$ cat src/rtl/core/brfo_pkg.sv
// Shared types and constants of the byte ring FIFO.
`timescale 1ns / 1ps
package brfo_pkg;

  localparam int unsigned CapW        = 11;
  localparam int unsigned ByteW       = 8;
  localparam int unsigned CntW        = 7;
  localparam int unsigned FuncW       = 2;
  localparam int unsigned CapResetMax = 1024;

  typedef enum logic [FuncW-1:0] {
    FUNC_PUSH  = 2'd0,
    FUNC_POP   = 2'd1,
    FUNC_FLUSH = 2'd2
  } func_e;

  typedef enum logic [1:0] {
    STAT_OK        = 2'd0,
    STAT_OVERWRITE = 2'd1,
    STAT_EMPTY     = 2'd2
  } status_e;

  typedef enum logic {
    ST_IDLE,
    ST_POP
  } state_e;

  typedef struct packed {
    logic push;
    logic pop;
    logic flush;
  } ptr_cmd_t;

  typedef struct packed {
    logic [CapW-1:0] fill;
    logic            empty;
    logic            full;
  } level_t;

endpackage

$ cat src/rtl/core/brfo_ptr.sv
// Pointer, full flag and capacity register of the byte ring FIFO.
`timescale 1ns / 1ps
module brfo_ptr import brfo_pkg::*; #(
  parameter int unsigned DEPTH = 1024
) (
  input  logic                     clk_i,
  input  logic                     rst_ni,
  input  logic                     cfg_we_i,
  input  logic [CapW-1:0]          cfg_wdata_i,
  input  ptr_cmd_t                 cmd_i,
  output logic [$clog2(DEPTH)-1:0] wr_ptr_o,
  output logic [$clog2(DEPTH)-1:0] rd_ptr_o,
  output logic [$clog2(DEPTH)-1:0] rd_ptr_nx_o,
  output level_t                   lvl_cur_o,
  output level_t                   lvl_nxt_o
);

  localparam int unsigned PW = $clog2(DEPTH);
  localparam int unsigned LW = ((PW > CapW) ? PW : CapW) + 1;
  localparam logic [CapW-1:0] CapRst = CapW'((DEPTH < CapResetMax) ? DEPTH : CapResetMax);

  logic [CapW-1:0] cap_q, cap_d;
  logic [PW-1:0]   wr_q, wr_d, rd_q, rd_d;
  logic            full_q, full_d;
  logic [PW-1:0]   wr_nx, rd_nx;

  // Step a pointer, wrapping at the capacity in use.
  function automatic logic [PW-1:0] ptr_inc(input logic [PW-1:0] p, input logic [CapW-1:0] c);
    logic [LW-1:0] inc;
    inc = LW'(p) + LW'(1);
    return (inc >= LW'(c)) ? '0 : inc[PW-1:0];
  endfunction

  function automatic level_t level_of(input logic [PW-1:0] w, input logic [PW-1:0] r,
                                      input logic f, input logic [CapW-1:0] c);
    logic [LW-1:0] v;
    level_t        l;
    if (f) begin
      v = LW'(c);
    end else if (w >= r) begin
      v = LW'(w) - LW'(r);
    end else begin
      v = LW'(c) + LW'(w) - LW'(r);
    end
    l.fill  = v[CapW-1:0];
    l.empty = (v == '0);
    l.full  = f;
    return l;
  endfunction

  always_comb begin
    wr_nx  = ptr_inc(wr_q, cap_q);
    rd_nx  = ptr_inc(rd_q, cap_q);
    cap_d  = cap_q;
    wr_d   = wr_q;
    rd_d   = rd_q;
    full_d = full_q;
    if (cfg_we_i) begin
      // Clamp the capacity into range and empty the store.
      if (cfg_wdata_i == '0) begin
        cap_d = CapW'(1);
      end else if (32'(cfg_wdata_i) > 32'(DEPTH)) begin
        cap_d = CapW'(DEPTH);
      end else begin
        cap_d = cfg_wdata_i;
      end
      wr_d   = '0;
      rd_d   = '0;
      full_d = 1'b0;
    end else if (cmd_i.flush) begin
      wr_d   = '0;
      rd_d   = '0;
      full_d = 1'b0;
    end else if (cmd_i.push) begin
      wr_d = wr_nx;
      if (full_q) begin
        rd_d = rd_nx;
      end else begin
        full_d = (wr_nx == rd_q);
      end
    end else if (cmd_i.pop) begin
      rd_d   = rd_nx;
      full_d = 1'b0;
    end
  end

  always_ff @(posedge clk_i or negedge rst_ni) begin
    if (!rst_ni) begin
      cap_q  <= CapRst;
      wr_q   <= '0;
      rd_q   <= '0;
      full_q <= 1'b0;
    end else begin
      cap_q  <= cap_d;
      wr_q   <= wr_d;
      rd_q   <= rd_d;
      full_q <= full_d;
    end
  end

  assign wr_ptr_o    = wr_q;
  assign rd_ptr_o    = rd_q;
  assign rd_ptr_nx_o = rd_nx;
  assign lvl_cur_o   = level_of(wr_q, rd_q, full_q, cap_q);
  assign lvl_nxt_o   = level_of(wr_d, rd_d, full_d, cap_d);

endmodule

$ cat config.mk
export PLATFORM = sky130hd
export DESIGN_NAME = brfo_ptr
export DESIGN_NICKNAME = d
export VERILOG_FILES = /design/src/rtl/core/brfo_pkg.sv /design/src/rtl/core/brfo_ptr.sv
export SDC_FILE = /design/constraint.sdc
export NUM_CORES = 1
export LEC_CHECK = 0
export ABC_AREA = 1
export ABC_CLOCK_PERIOD_IN_PS = 5750
export BUFFER_PORTS_ARGS = -buffer_cell sky130_fd_sc_hd__buf_4
export CAP_MARGIN = 15
export CORE_MARGIN = 1.5
export CORE_UTILIZATION = 35
export CTS_BUF_LIST = sky130_fd_sc_hd__clkbuf_2
export CTS_CLUSTER_SIZE = 16
export DETAILED_ROUTE_END_ITERATION = 8
export PLACE_DENSITY = 0.63
export SYNTH_ARGS = -nofsm -noshare
export SYNTH_HDL_FRONTEND = slang
export SYNTH_SLANG_ARGS = --single-unit
$ cat constraint.sdc
create_clock -name clk_i -period 5.75 [get_ports clk_i]
set_clock_uncertainty 0.2 [all_clocks]
set_input_delay 0.575 -clock clk_i [delete_from_list [all_inputs] [get_ports clk_i]]
set_output_delay 0.575 -clock clk_i [all_outputs]
set_load 0.02 [all_outputs]
# Word level (Yosys, flattened, before mapping)
# Index checks and enable logic that the tools add are counted.
[word_totals]
register_bits = 32
latchBits = 0
ramBits = 0
mem_bits_ro = 0
output_inout_bits = 56
wordCells = 43
memories = 0
[classes]
addsub = 8
n_mul = 0
div = 0
magnitude_cmp = 5
eq_ne = 1
shifts = 0
n_mux = 22
n_bitwise = 0
n_reduce_logical = 3
[op_table]
columns = ["operator", "n"]
rows = [
  ["10-bit 2-to-1 mux", 10],
  ["12-bit 2-to-1 mux", 4],
  ["11-bit 2-to-1 mux", 3],
  ["11-bit by 10-bit adder with 12-bit output", 2],
  ["12-bit zero test", 2],
  ["12-bit by 10-bit subtractor with 12-bit output", 2],
  ["10-bit by 1-bit adder with 11-bit output (second input constant)", 2],
  ["11-bit >= comparator", 2],
  ["10-bit by 10-bit subtractor with 11-bit output", 2],
  ["10-bit >= comparator", 2],
  ["11-bit greater-than comparator (second input constant)", 1],
  ["11-bit zero test", 1],
  ["10-bit == test", 1],
  ["1-bit 2-to-1 mux", 5],
]

# Longest topological paths before layout
# Gate-level depths: netlist of run 1.
[depth]
word_depth = 11
depth_mapped = 36
mapped_depth_nobuf = 35

# Least setup slack after synthesis of run 1
# No wires, ideal clock.
[synth_timing]
path_type = "register to output"
from = "reg rd_q[0], in the netlist rd_ptr_o[0]"
to = "out lvl_nxt_o[1] (netlist name)"
arrival_ns = 5.279
slack_ns = -0.304
path_stages_with_launch = 35
path_buffers = 0
cell_sequence = "dfrtp_1 > ha_1 > nand2_1 > nor2_1 > nand3_1 > nor2_1 > nand2_1 > xor2_1 > inv_1 > ha_1 > a21oi_1 > o21ai_0 > a221oi_1 > nand2_1 > nor2_1 > nand2_1 > o211ai_1 > nand3_1 > inv_1 > fa_1 > inv_1 > ha_1 > a21o_1 > a21oi_1 > o21ai_0 > a21oi_1 > xor2_1 > o21ai_0 > inv_1 > nand2_1 > nand2_1 > nand2_1 > nor2_1 > nand2_1 > nor2_2"
[synth_rtl]
columns = ["element", "line_no", "text"]
rows = [
  ["start, declared", "brfo_ptr.sv:23", "logic [PW-1:0] wr_q, wr_d, rd_q, rd_d;"],
  ["start signal, assigned", "brfo_ptr.sv:96", "rd_q <= rd_d;"],
  ["end, declared", "brfo_ptr.sv:15", "output level_t lvl_nxt_o"],
]

==> results of run 1 <==
## how the worst max path moves through the flow
stage | cells past startpoint | endpoint | from
3_5_place_dp | 33 | lvl_nxt_o[1] | rd_ptr_o[0]$_DFF_PN0_
3_3_place_gp | 33 | lvl_nxt_o[1] | rd_ptr_o[0]$_DFF_PN0_
2_1_floorplan | 35 | lvl_nxt_o[1] | rd_ptr_o[2]$_DFF_PN0_
4_1_cts | 36 | lvl_nxt_o[1] | rd_ptr_o[1]$_DFF_PN0_
5_1_grt | 36 | lvl_nxt_o[1] | rd_ptr_o[0]$_DFF_PN0_
6_report | 37 | lvl_nxt_o[1] | rd_ptr_o[0]$_DFF_PN0_
## sequential cells by signal, indices dropped and copies added (netlist names)
register / flops
cap_q: 11
full_q: 1
rd_ptr_o: 10
wr_ptr_o: 10
## per-layer routing
| metal | vias up | GRT usage (%) |
|---|---|---|
| li1 | 3489 | - |
| met1 | 3282 | 29.8 |
| met2 | 238 | 44.3 |
| met3 | 52 | 1.56 |
| met4 | 0 | 11.0 |
| met5 | - | 0 |
## worst max-delay path, delay by kind of cell, from the launching register on
family                   cells  cell delay (ns)
flip-flops                   1             0.46
adder cells (fa/ha/maj)      3             0.90
AO/OA/AOI/OAI                4             0.42
buffers and inverters        8             0.86
XOR/XNOR                     1             0.18
AND/OR/NAND/NOR             21             2.33
## power groups by stage
stage,sequential (mW),clock [mW],combinational (mW)
final,0.247,0.119,1.53
after global routing,0.248,0.129,1.67
after CTS,0.246,0.120,1.44
after detailed placement,0.250,0,1.22
after global placement,0.250,0,1.21
after floorplan,0.258,0,0.730
## metrics by stage
step,worst slack (ns),cell area (um2),hold slack (ns),std cells,setup TNS [ns]
after floorplan,0.00898,6010,0.0794,924,0
after global placement,-0.323,7930,0.344,1355,-0.828
after detailed placement,-0.412,7930,0.355,1355,-2.03
final,-0.596,9140,0.238,1412,-4.01
after CTS,-0.491,8850,0.230,1400,-3.20
after global routing,-0.884,9140,0.210,1412,-7.24
## placed cells by master (no fill, tap or decap), types with 4 or more instances in the layout
| master | synthesis | routed |
|---|---|---|
| a21oi_1 | 54 | 42 |
| a21oi_2 | 2 | 10 |
| a21oi_4 | 0 | 4 |
| buf_4 | 2 | 250 |
| buf_6 | 3 | 31 |
| clkbuf_2 | 0 | 5 |
| dfrtp_1 | 31 | 28 |
| fa_1 | 22 | 21 |
| ha_1 | 67 | 50 |
| ha_4 | 0 | 17 |
| inv_1 | 182 | 158 |
| inv_2 | 6 | 27 |
| nand2_1 | 200 | 171 |
| nand2_2 | 9 | 31 |
| nand2_4 | 2 | 9 |
| nand3_1 | 54 | 49 |
| nand3_2 | 3 | 7 |
| nand4_1 | 20 | 20 |
| nor2_1 | 72 | 54 |
| nor2_2 | 9 | 16 |
| nor2_4 | 4 | 15 |
| nor3_1 | 10 | 5 |
| nor3_2 | 0 | 4 |
| o211ai_1 | 18 | 18 |
| o21ai_0 | 52 | 33 |
| o21ai_1 | 4 | 13 |
| o21ai_2 | 1 | 10 |
| o21bai_1 | 6 | 5 |
| o22ai_1 | 9 | 9 |
| xnor2_1 | 11 | 9 |
| xor2_1 | 28 | 24 |
| xor2_2 | 1 | 5 |
## repair_timing
item | CTS | global route
pin swaps | 69 | 54
hold buffers | 1 | 0
setup endpoints to repair | 12 | 12
setup buffers | 42 | 16
endpoints found under the hold margin | 31 | 0
gates resized for setup | 154 | 54
## area by class of cell
cell class | count | area [um2] | area share (%)
flip-flops and latches | 32 | 806 | 8.81
multi-input cells | 679 | 5020 | 54.9
clock buffers | 5 | 25.0 | 0.274
well taps | 220 | 275 | 3.01
diodes | 1 | 2.50 | 0.0274
clock inverters | 3 | 18.8 | 0.205
inverters | 188 | 718 | 7.86
repair buffers | 284 | 2280 | 24.9
## kinds of logic after synthesis
group | share of synthesized area (%)
and+or+nand+nor | 29.6
buffers and inverters | 14.3
AOI/OAI and AO/OA | 14.8
adders and majority gates | 21.5
xor gates and xnor gates | 6.02
DFF | 13.5
muxes | 0.337
==> out/results.txt, run 1 <==
Outcome: complete, but fails checks
Failing checks: negative setup slack
Post-synth top flop: dfrtp_1
Worst Hold Endpoint: cap_q[1]$_DFF_PN0_
Via-per-instance ratio: 5.00
Setup Viol. Count Final: 12
Crit path capture type: primary output
Comb pwr share: 80.7%
Synth Register Bits: 32
Worst-Margin Slew: 0.809 ns
Crit path time final: 6.35 ns
Hold path start: cfg_wdata_i[1]
# IOs: 73
Slowest cell on the critical path: dfrtp_2
VDD IR-drop max: 0.247 mV
Via count of the routed design: 7061
Global route overflow: 0
Register share of total power: 13.0%
Port Buffers: 72
Sequential-to-total area share from yosys stat: 13.5%
Global-route wire length before repair: 34.6 mm
DIE AREA: 17800 um2
Max-slew violation count: 0
Clk_lat worst skew: 0.42 ns
Synthesized instance count: 924
DIE WIDTH: 133 um
Layout Nets: 1296
Placer congestion estimate: 0.933
CTS tree: yes
Startpoint Class: flop
Clk pin slew, worst setup/hold paths: 0.21 ns
Worst hold path type: in -> reg
Final ANT Viol Nets: 0
Post-Synthesis Mean Instance Area: 6.43 um2
Largest net degree at the start of global routing: 33
Area leader, netlist: ha_1
Switch Pwr: 0.914 mW
Period Utilization, post-route: 110%
Yosys cell types: 45
Clk pwr share: 6.3%
Worst-path maximum fanout: 4
Reg-to-Reg End: full_q$_DFF_PN0_
Met3 wire len: 1.00 mm
Critical path type: reg -> out
Clock root buffer master: clkbuf_2
GRT Resource Usage Total: 24.5%
CP max stage delay: 0.46 ns
Synth async-reset ratio: 100%
Routed len/inst: 15.6 um
HPWL after DPL: 17.0 mm
F_max: 0.158 GHz
Reg-to-Reg Start: wr_ptr_o[1]$_DFF_PN0_
Top-count cell post-synth: nand2_1
RSZ-0062 raised after global routing: true
Hold Path Depth: 3
FP Rows: 47
H-tree levels: 2
Endpoints failing hold: 0
Vias in the first global route: 6992
Post-Route M1 WL: 9.25 mm
Number of flops mapped to enable cells by yosys: 0
Initial antenna violation count: 1
Max layer used: met4
DRT Pass-1 Iters: 5
PwrDens: 207 nW/um2
Met2 WL: 10.9 mm
P_int: 0.982 mW
Slew HR: 46.0%
WL final: 22.1 mm
DRC viols: 0
Synthesized Nets: 1030
Total of max-cap violations: 0
Final worst setup slack: -0.596 ns
FF-to-FF path depth: 24
Core Area: 16600 um2
Layout fillers: 1593
Cell Area, Synth: 5940 um2
WP data required: 4.97 ns
FF-to-FF setup slack: 2.12 ns
Leakage power: 4.82 nW
Largest cells by area after synthesis: ha_1 (14%), dfrtp_1 (13%), nand2_1 (13%), inv_1 (12%), fa_1 (7.4%)
Yosys warnings: 0
Initial DRC count: 427
Die Span Y: 133 um
Starting Density: 35.8%
TritonCTS buffer count: 5
Tot Pwr: 1.90 mW
Top-area cell type share of the netlist area: 14.1%
Sw Ratio: 48.2%
Deepest clock path buffer count: 2
Most common cell type on the critical path: nand2_2
Synth cell count leaders: nand2_1 (200), inv_1 (182), nor2_1 (72)
Area grow syn2layout: 53.9%
Clock Sinks: 32
Share of layout cells above drive strength 1: 39.4%
Arr. time, crit path: 5.57 ns
Fin util: 55.1%
No activity file was read; power rests on OpenSTA's default activity.
==> run 2, diff against run 1 <==
--- a/config.mk
+++ b/config.mk
@@ -5,7 +5,6 @@
 export SDC_FILE = /design/constraint.sdc
 export NUM_CORES = 1
 export LEC_CHECK = 0
-export ABC_AREA = 1
 export ABC_CLOCK_PERIOD_IN_PS = 5750
 export BUFFER_PORTS_ARGS = -buffer_cell sky130_fd_sc_hd__buf_4
 export CAP_MARGIN = 15
==> run 2 against run 1 <==
Effect of this change:
- the flow still finishes with violations (negative setup slack)
- utilization is 2.1 points lower
- global-route usage increased by 0.88 points
- sequential power decreased by 4%
==> out/results.txt, run 2 <==
Outcome: complete, but fails checks (unchanged)
Failing checks: negative setup slack (unchanged)
Setup Viol. Count Final: 12 (unchanged)
RSZ-0062 raised after global routing: true (unchanged)
Endpoints failing hold: 0 (unchanged)
Commonest cells after routing, fill and taps aside: buf_4 (237), inv_1 (86), ha_1 (58) (was buf_4 (250), nand2_1 (171), inv_1 (158))
Crit path time final: 6.53 ns (was 6.35 ns)
P_int: 0.548 mW (was 0.982 mW)
Deepest clock path buffer count: 2 (unchanged)
Clk_lat worst skew: 0.41 ns (was 0.42 ns)
Post-synth top flop: dfrtp_1 (unchanged)
Area grow syn2layout: 47.1% (was 53.9%)
Clock root buffer master: clkbuf_2 (unchanged)
Largest net degree at the start of global routing: 33 (unchanged)
Global route overflow: 0 (unchanged)
GRT Resource Usage Total: 25.4% (was 24.5%)
H-tree levels: 2 (unchanged)
TritonCTS buffer count: 5 (unchanged)
Period Utilization, post-route: 114% (was 110%)
Port Buffers: 72 (unchanged)
Yosys cell types: 70 (was 45)
F_max: 0.153 GHz (was 0.158 GHz)
Switch Pwr: 0.410 mW (was 0.914 mW)
Leakage power: 4.06 nW (was 4.82 nW)
DIE WIDTH: 129 um (was 133 um)
Post-Synthesis Mean Instance Area: 7.60 um2 (was 6.43 um2)
DRT Pass-1 Iters: 5 (unchanged)
WL final: 21.1 mm (was 22.1 mm)
Via-per-instance ratio: 5.32 (was 5.00)
Arr. time, crit path: 5.76 ns (was 5.57 ns)
PwrDens: 118 nW/um2 (was 207 nW/um2)
Synthesized instance count: 727 (was 924)
Yosys warnings: 0 (unchanged)
CP max stage delay: 0.55 ns (was 0.46 ns)
Hold Path Depth: 2 (was 3)
Number of flops mapped to enable cells by yosys: 0 (unchanged)
Sw Ratio: 42.8% (was 48.2%)
Crit path capture type: primary output (unchanged)
Clk pwr share: 12.2% (was 6.3%)
FF-to-FF path depth: 16 (was 24)
DRC viols: 0 (unchanged)
Cell Area, Synth: 5520 um2 (was 5940 um2)
Startpoint Class: flop (unchanged)
DIE AREA: 16500 um2 (was 17800 um2)
Synth Register Bits: 32 (unchanged)
Register share of total power: 24.8% (was 13.0%)
Comb pwr share: 63.0% (was 80.7%)
Placer congestion estimate: 0.968 (was 0.933)
Die Span Y: 129 um (was 133 um)
Largest cells by area after synthesis: ha_1 (15%), dfrtp_1 (14%), fa_1 (8.0%), inv_1 (6.1%), xnor2_1 (4.9%) (was ha_1 (14%), dfrtp_1 (13%), nand2_1 (13%), inv_1 (12%), fa_1 (7.4%))
Top-count cell post-synth: inv_1 (was nand2_1)
Max FFs per register: 11 (unchanged)
Synth async-reset ratio: 100% (unchanged)
Routed len/inst: 18.0 um (was 15.6 um)
Reg-to-Reg Start: wr_ptr_o[0]$_DFF_PN0_ (was wr_ptr_o[1]$_DFF_PN0_)
# IOs: 73 (unchanged)
Worst hold path type: in -> reg (unchanged)
Total of max-cap violations: 0 (unchanged)
Global-route wire length before repair: 32.3 mm (was 34.6 mm)
Sum of negative setup slack: -4.40 ns (was -4.01 ns)
Synth cell count leaders: inv_1 (90), ha_1 (67), nor2_1 (60) (was nand2_1 (200), inv_1 (182), nor2_1 (72))
Share of layout cells above drive strength 1: 36.4% (was 39.4%)
Critical path type: reg -> out (unchanged)
Most common cell after layout, fill and taps aside: buf_4 (unchanged)
Area leader, netlist: ha_1 (unchanged)
Layout Nets: 1063 (was 1296)
HPWL after DPL: 17.3 mm (was 17.0 mm)
Worst Hold Endpoint: cap_q[5]$_DFF_PN0_ (was cap_q[1]$_DFF_PN0_)
FF-to-FF setup slack: 2.15 ns (was 2.12 ns)
VDD IR-drop max: 0.0782 mV (was 0.247 mV)
Initial DRC count: 304 (was 427)
Hold path start: cfg_wdata_i[5] (was cfg_wdata_i[1])
Sequential-to-total area share from yosys stat: 14.5% (was 13.5%)
Slowest cell on the critical path: fa_1 (was dfrtp_2)
Worst-path maximum fanout: 6 (was 4)
Final worst setup slack: -0.783 ns (was -0.596 ns)
Clk pin slew, worst setup/hold paths: 0.17 ns (was 0.21 ns)
Max-slew violation count: 0 (unchanged)
Tot Pwr: 0.958 mW (was 1.90 mW)
Starting Density: 36.1% (was 35.8%)
Worst-Margin Slew: 0.728 ns (was 0.809 ns)
Slew HR: 51.0% (was 46.0%)
Multi-input gate area: 4720 um2 (was 5020 um2)
Via count of the routed design: 6229 (was 7061)
Core Area: 15300 um2 (was 16600 um2)
Top-area cell type share of the netlist area: 15.2% (was 14.1%)
Final ANT Viol Nets: 0 (unchanged)
CTS tree: yes (unchanged)
Reg-to-Reg End: full_q$_DFF_PN0_ (unchanged)
Storage cell area: 810 um2 (was 806 um2)
Clock Sinks: 32 (unchanged)
WP data required: 4.97 ns (about the same)
Vias in the first global route: 6177 (was 6992)
Top reg by flops: cap_q (unchanged)
FP Rows: 45 (was 47)
Pre-CTS setup slack: -0.553 ns (was -0.412 ns)
Layout fillers: 1492 (was 1593)
Synthesized Nets: 833 (was 1030)
Initial antenna violation count: 1 (unchanged)
## run 2: cell types whose count changed after synthesis, moves of 17 or more
cell / change
nand3_1: -22
nand2_1: -145
xnor2_1: +20
inv_1: -92
o21ai_0: -17
## run 2: repair_timing
item | in CTS | in global routing
resized for setup | 38 | 38
hold buffers | 1 | 0
endpoints found under the hold margin | 31 | 0
pin swaps | 28 | 26
buffers inserted | 6 | 6
endpoints found under the setup margin | 12 | 12
## run 2: cell type report
type,count,share of cell area [%]
Multi-Input combinational cell,573,58.1
Inverter,94,4.37
Clock buffer,7,0.431
Timing Repair Buffer,251,23.8
Antenna cell,1,0.0308
Tap cell,211,3.25
Sequential cell,32,9.96
Clock inverter,1,0.0462
## run 2: through the flow
| step | util, % | instances | hold slack, ns | instance area (um2) |
|---|---|---|---|---|
| floorplan | - | 727 | 0.0794 | 5690 |
| global placement | 49.7 | 1149 | 0.345 | 7610 |
| detailed placement | 49.7 | 1149 | 0.348 | 7610 |
| CTS | 51.4 | 1163 | 0.261 | 7880 |
| global route | 53.1 | 1170 | 0.270 | 8130 |
| finish | 53.1 | 1170 | 0.289 | 8130 |
## run 2: critical path: cells and delay by family (launching register included)
family                   cells  cell delay, ns
AND/OR/NAND/NOR              9            1.42
AO/OA/AOI/OAI                7            1.29
adder cells (fa/ha/maj)      3            1.07
buffers and inverters        5            0.62
flip-flops                   1            0.43
XOR/XNOR                     2            0.27
multiplexers                 1            0.22
## run 2: power by group through the flow
stage          clock (mW)  sequential, mW  combinational [mW]
2_1_floorplan           0           0.243               0.336
3_3_place_gp            0           0.241               0.538
3_5_place_dp            0           0.241               0.540
4_1_cts             0.120           0.237               0.568
5_1_grt             0.127           0.238               0.652
6_report            0.117           0.238               0.604
## run 2: worst max-delay path by stage
stage	slack, ns	to	cells past startpoint	start
floorplan	-0.45	lvl_nxt_o[1]	26	rd_ptr_o[3]$_DFF_PN0_
global placement	-0.43	lvl_nxt_o[1]	26	wr_ptr_o[0]$_DFF_PN0_
detailed placement	-0.55	lvl_nxt_o[1]	23	rd_ptr_o[0]$_DFF_PN0_
CTS	-0.72	lvl_nxt_o[1]	25	rd_ptr_o[4]$_DFF_PN0_
global route	-1.06	lvl_nxt_o[1]	25	rd_ptr_o[3]$_DFF_PN0_
finish	-0.78	lvl_nxt_o[1]	27	rd_ptr_o[3]$_DFF_PN0_
## run 2: logic make-up after synthesis
group / after synthesis / synth area share [%]
compound gates: 193 / 23.8
xor+xnor: 47 / 7.45
fa+ha+maj: 89 / 23.2
buf+inv: 122 / 8.56
flops: 32 / 14.5
mux: 8 / 1.50
simple gates: 236 / 21.0
## run 2: per-layer routing
layer  share of wire, %  GRT usage, %  vias to the layer above
li1                   -             -                     3035
met1                 44          33.3                     2948
met2                 48          44.3                      208
met3                4.8          1.70                       38
met4                2.7          8.46                        0
met5                  0             0                        -
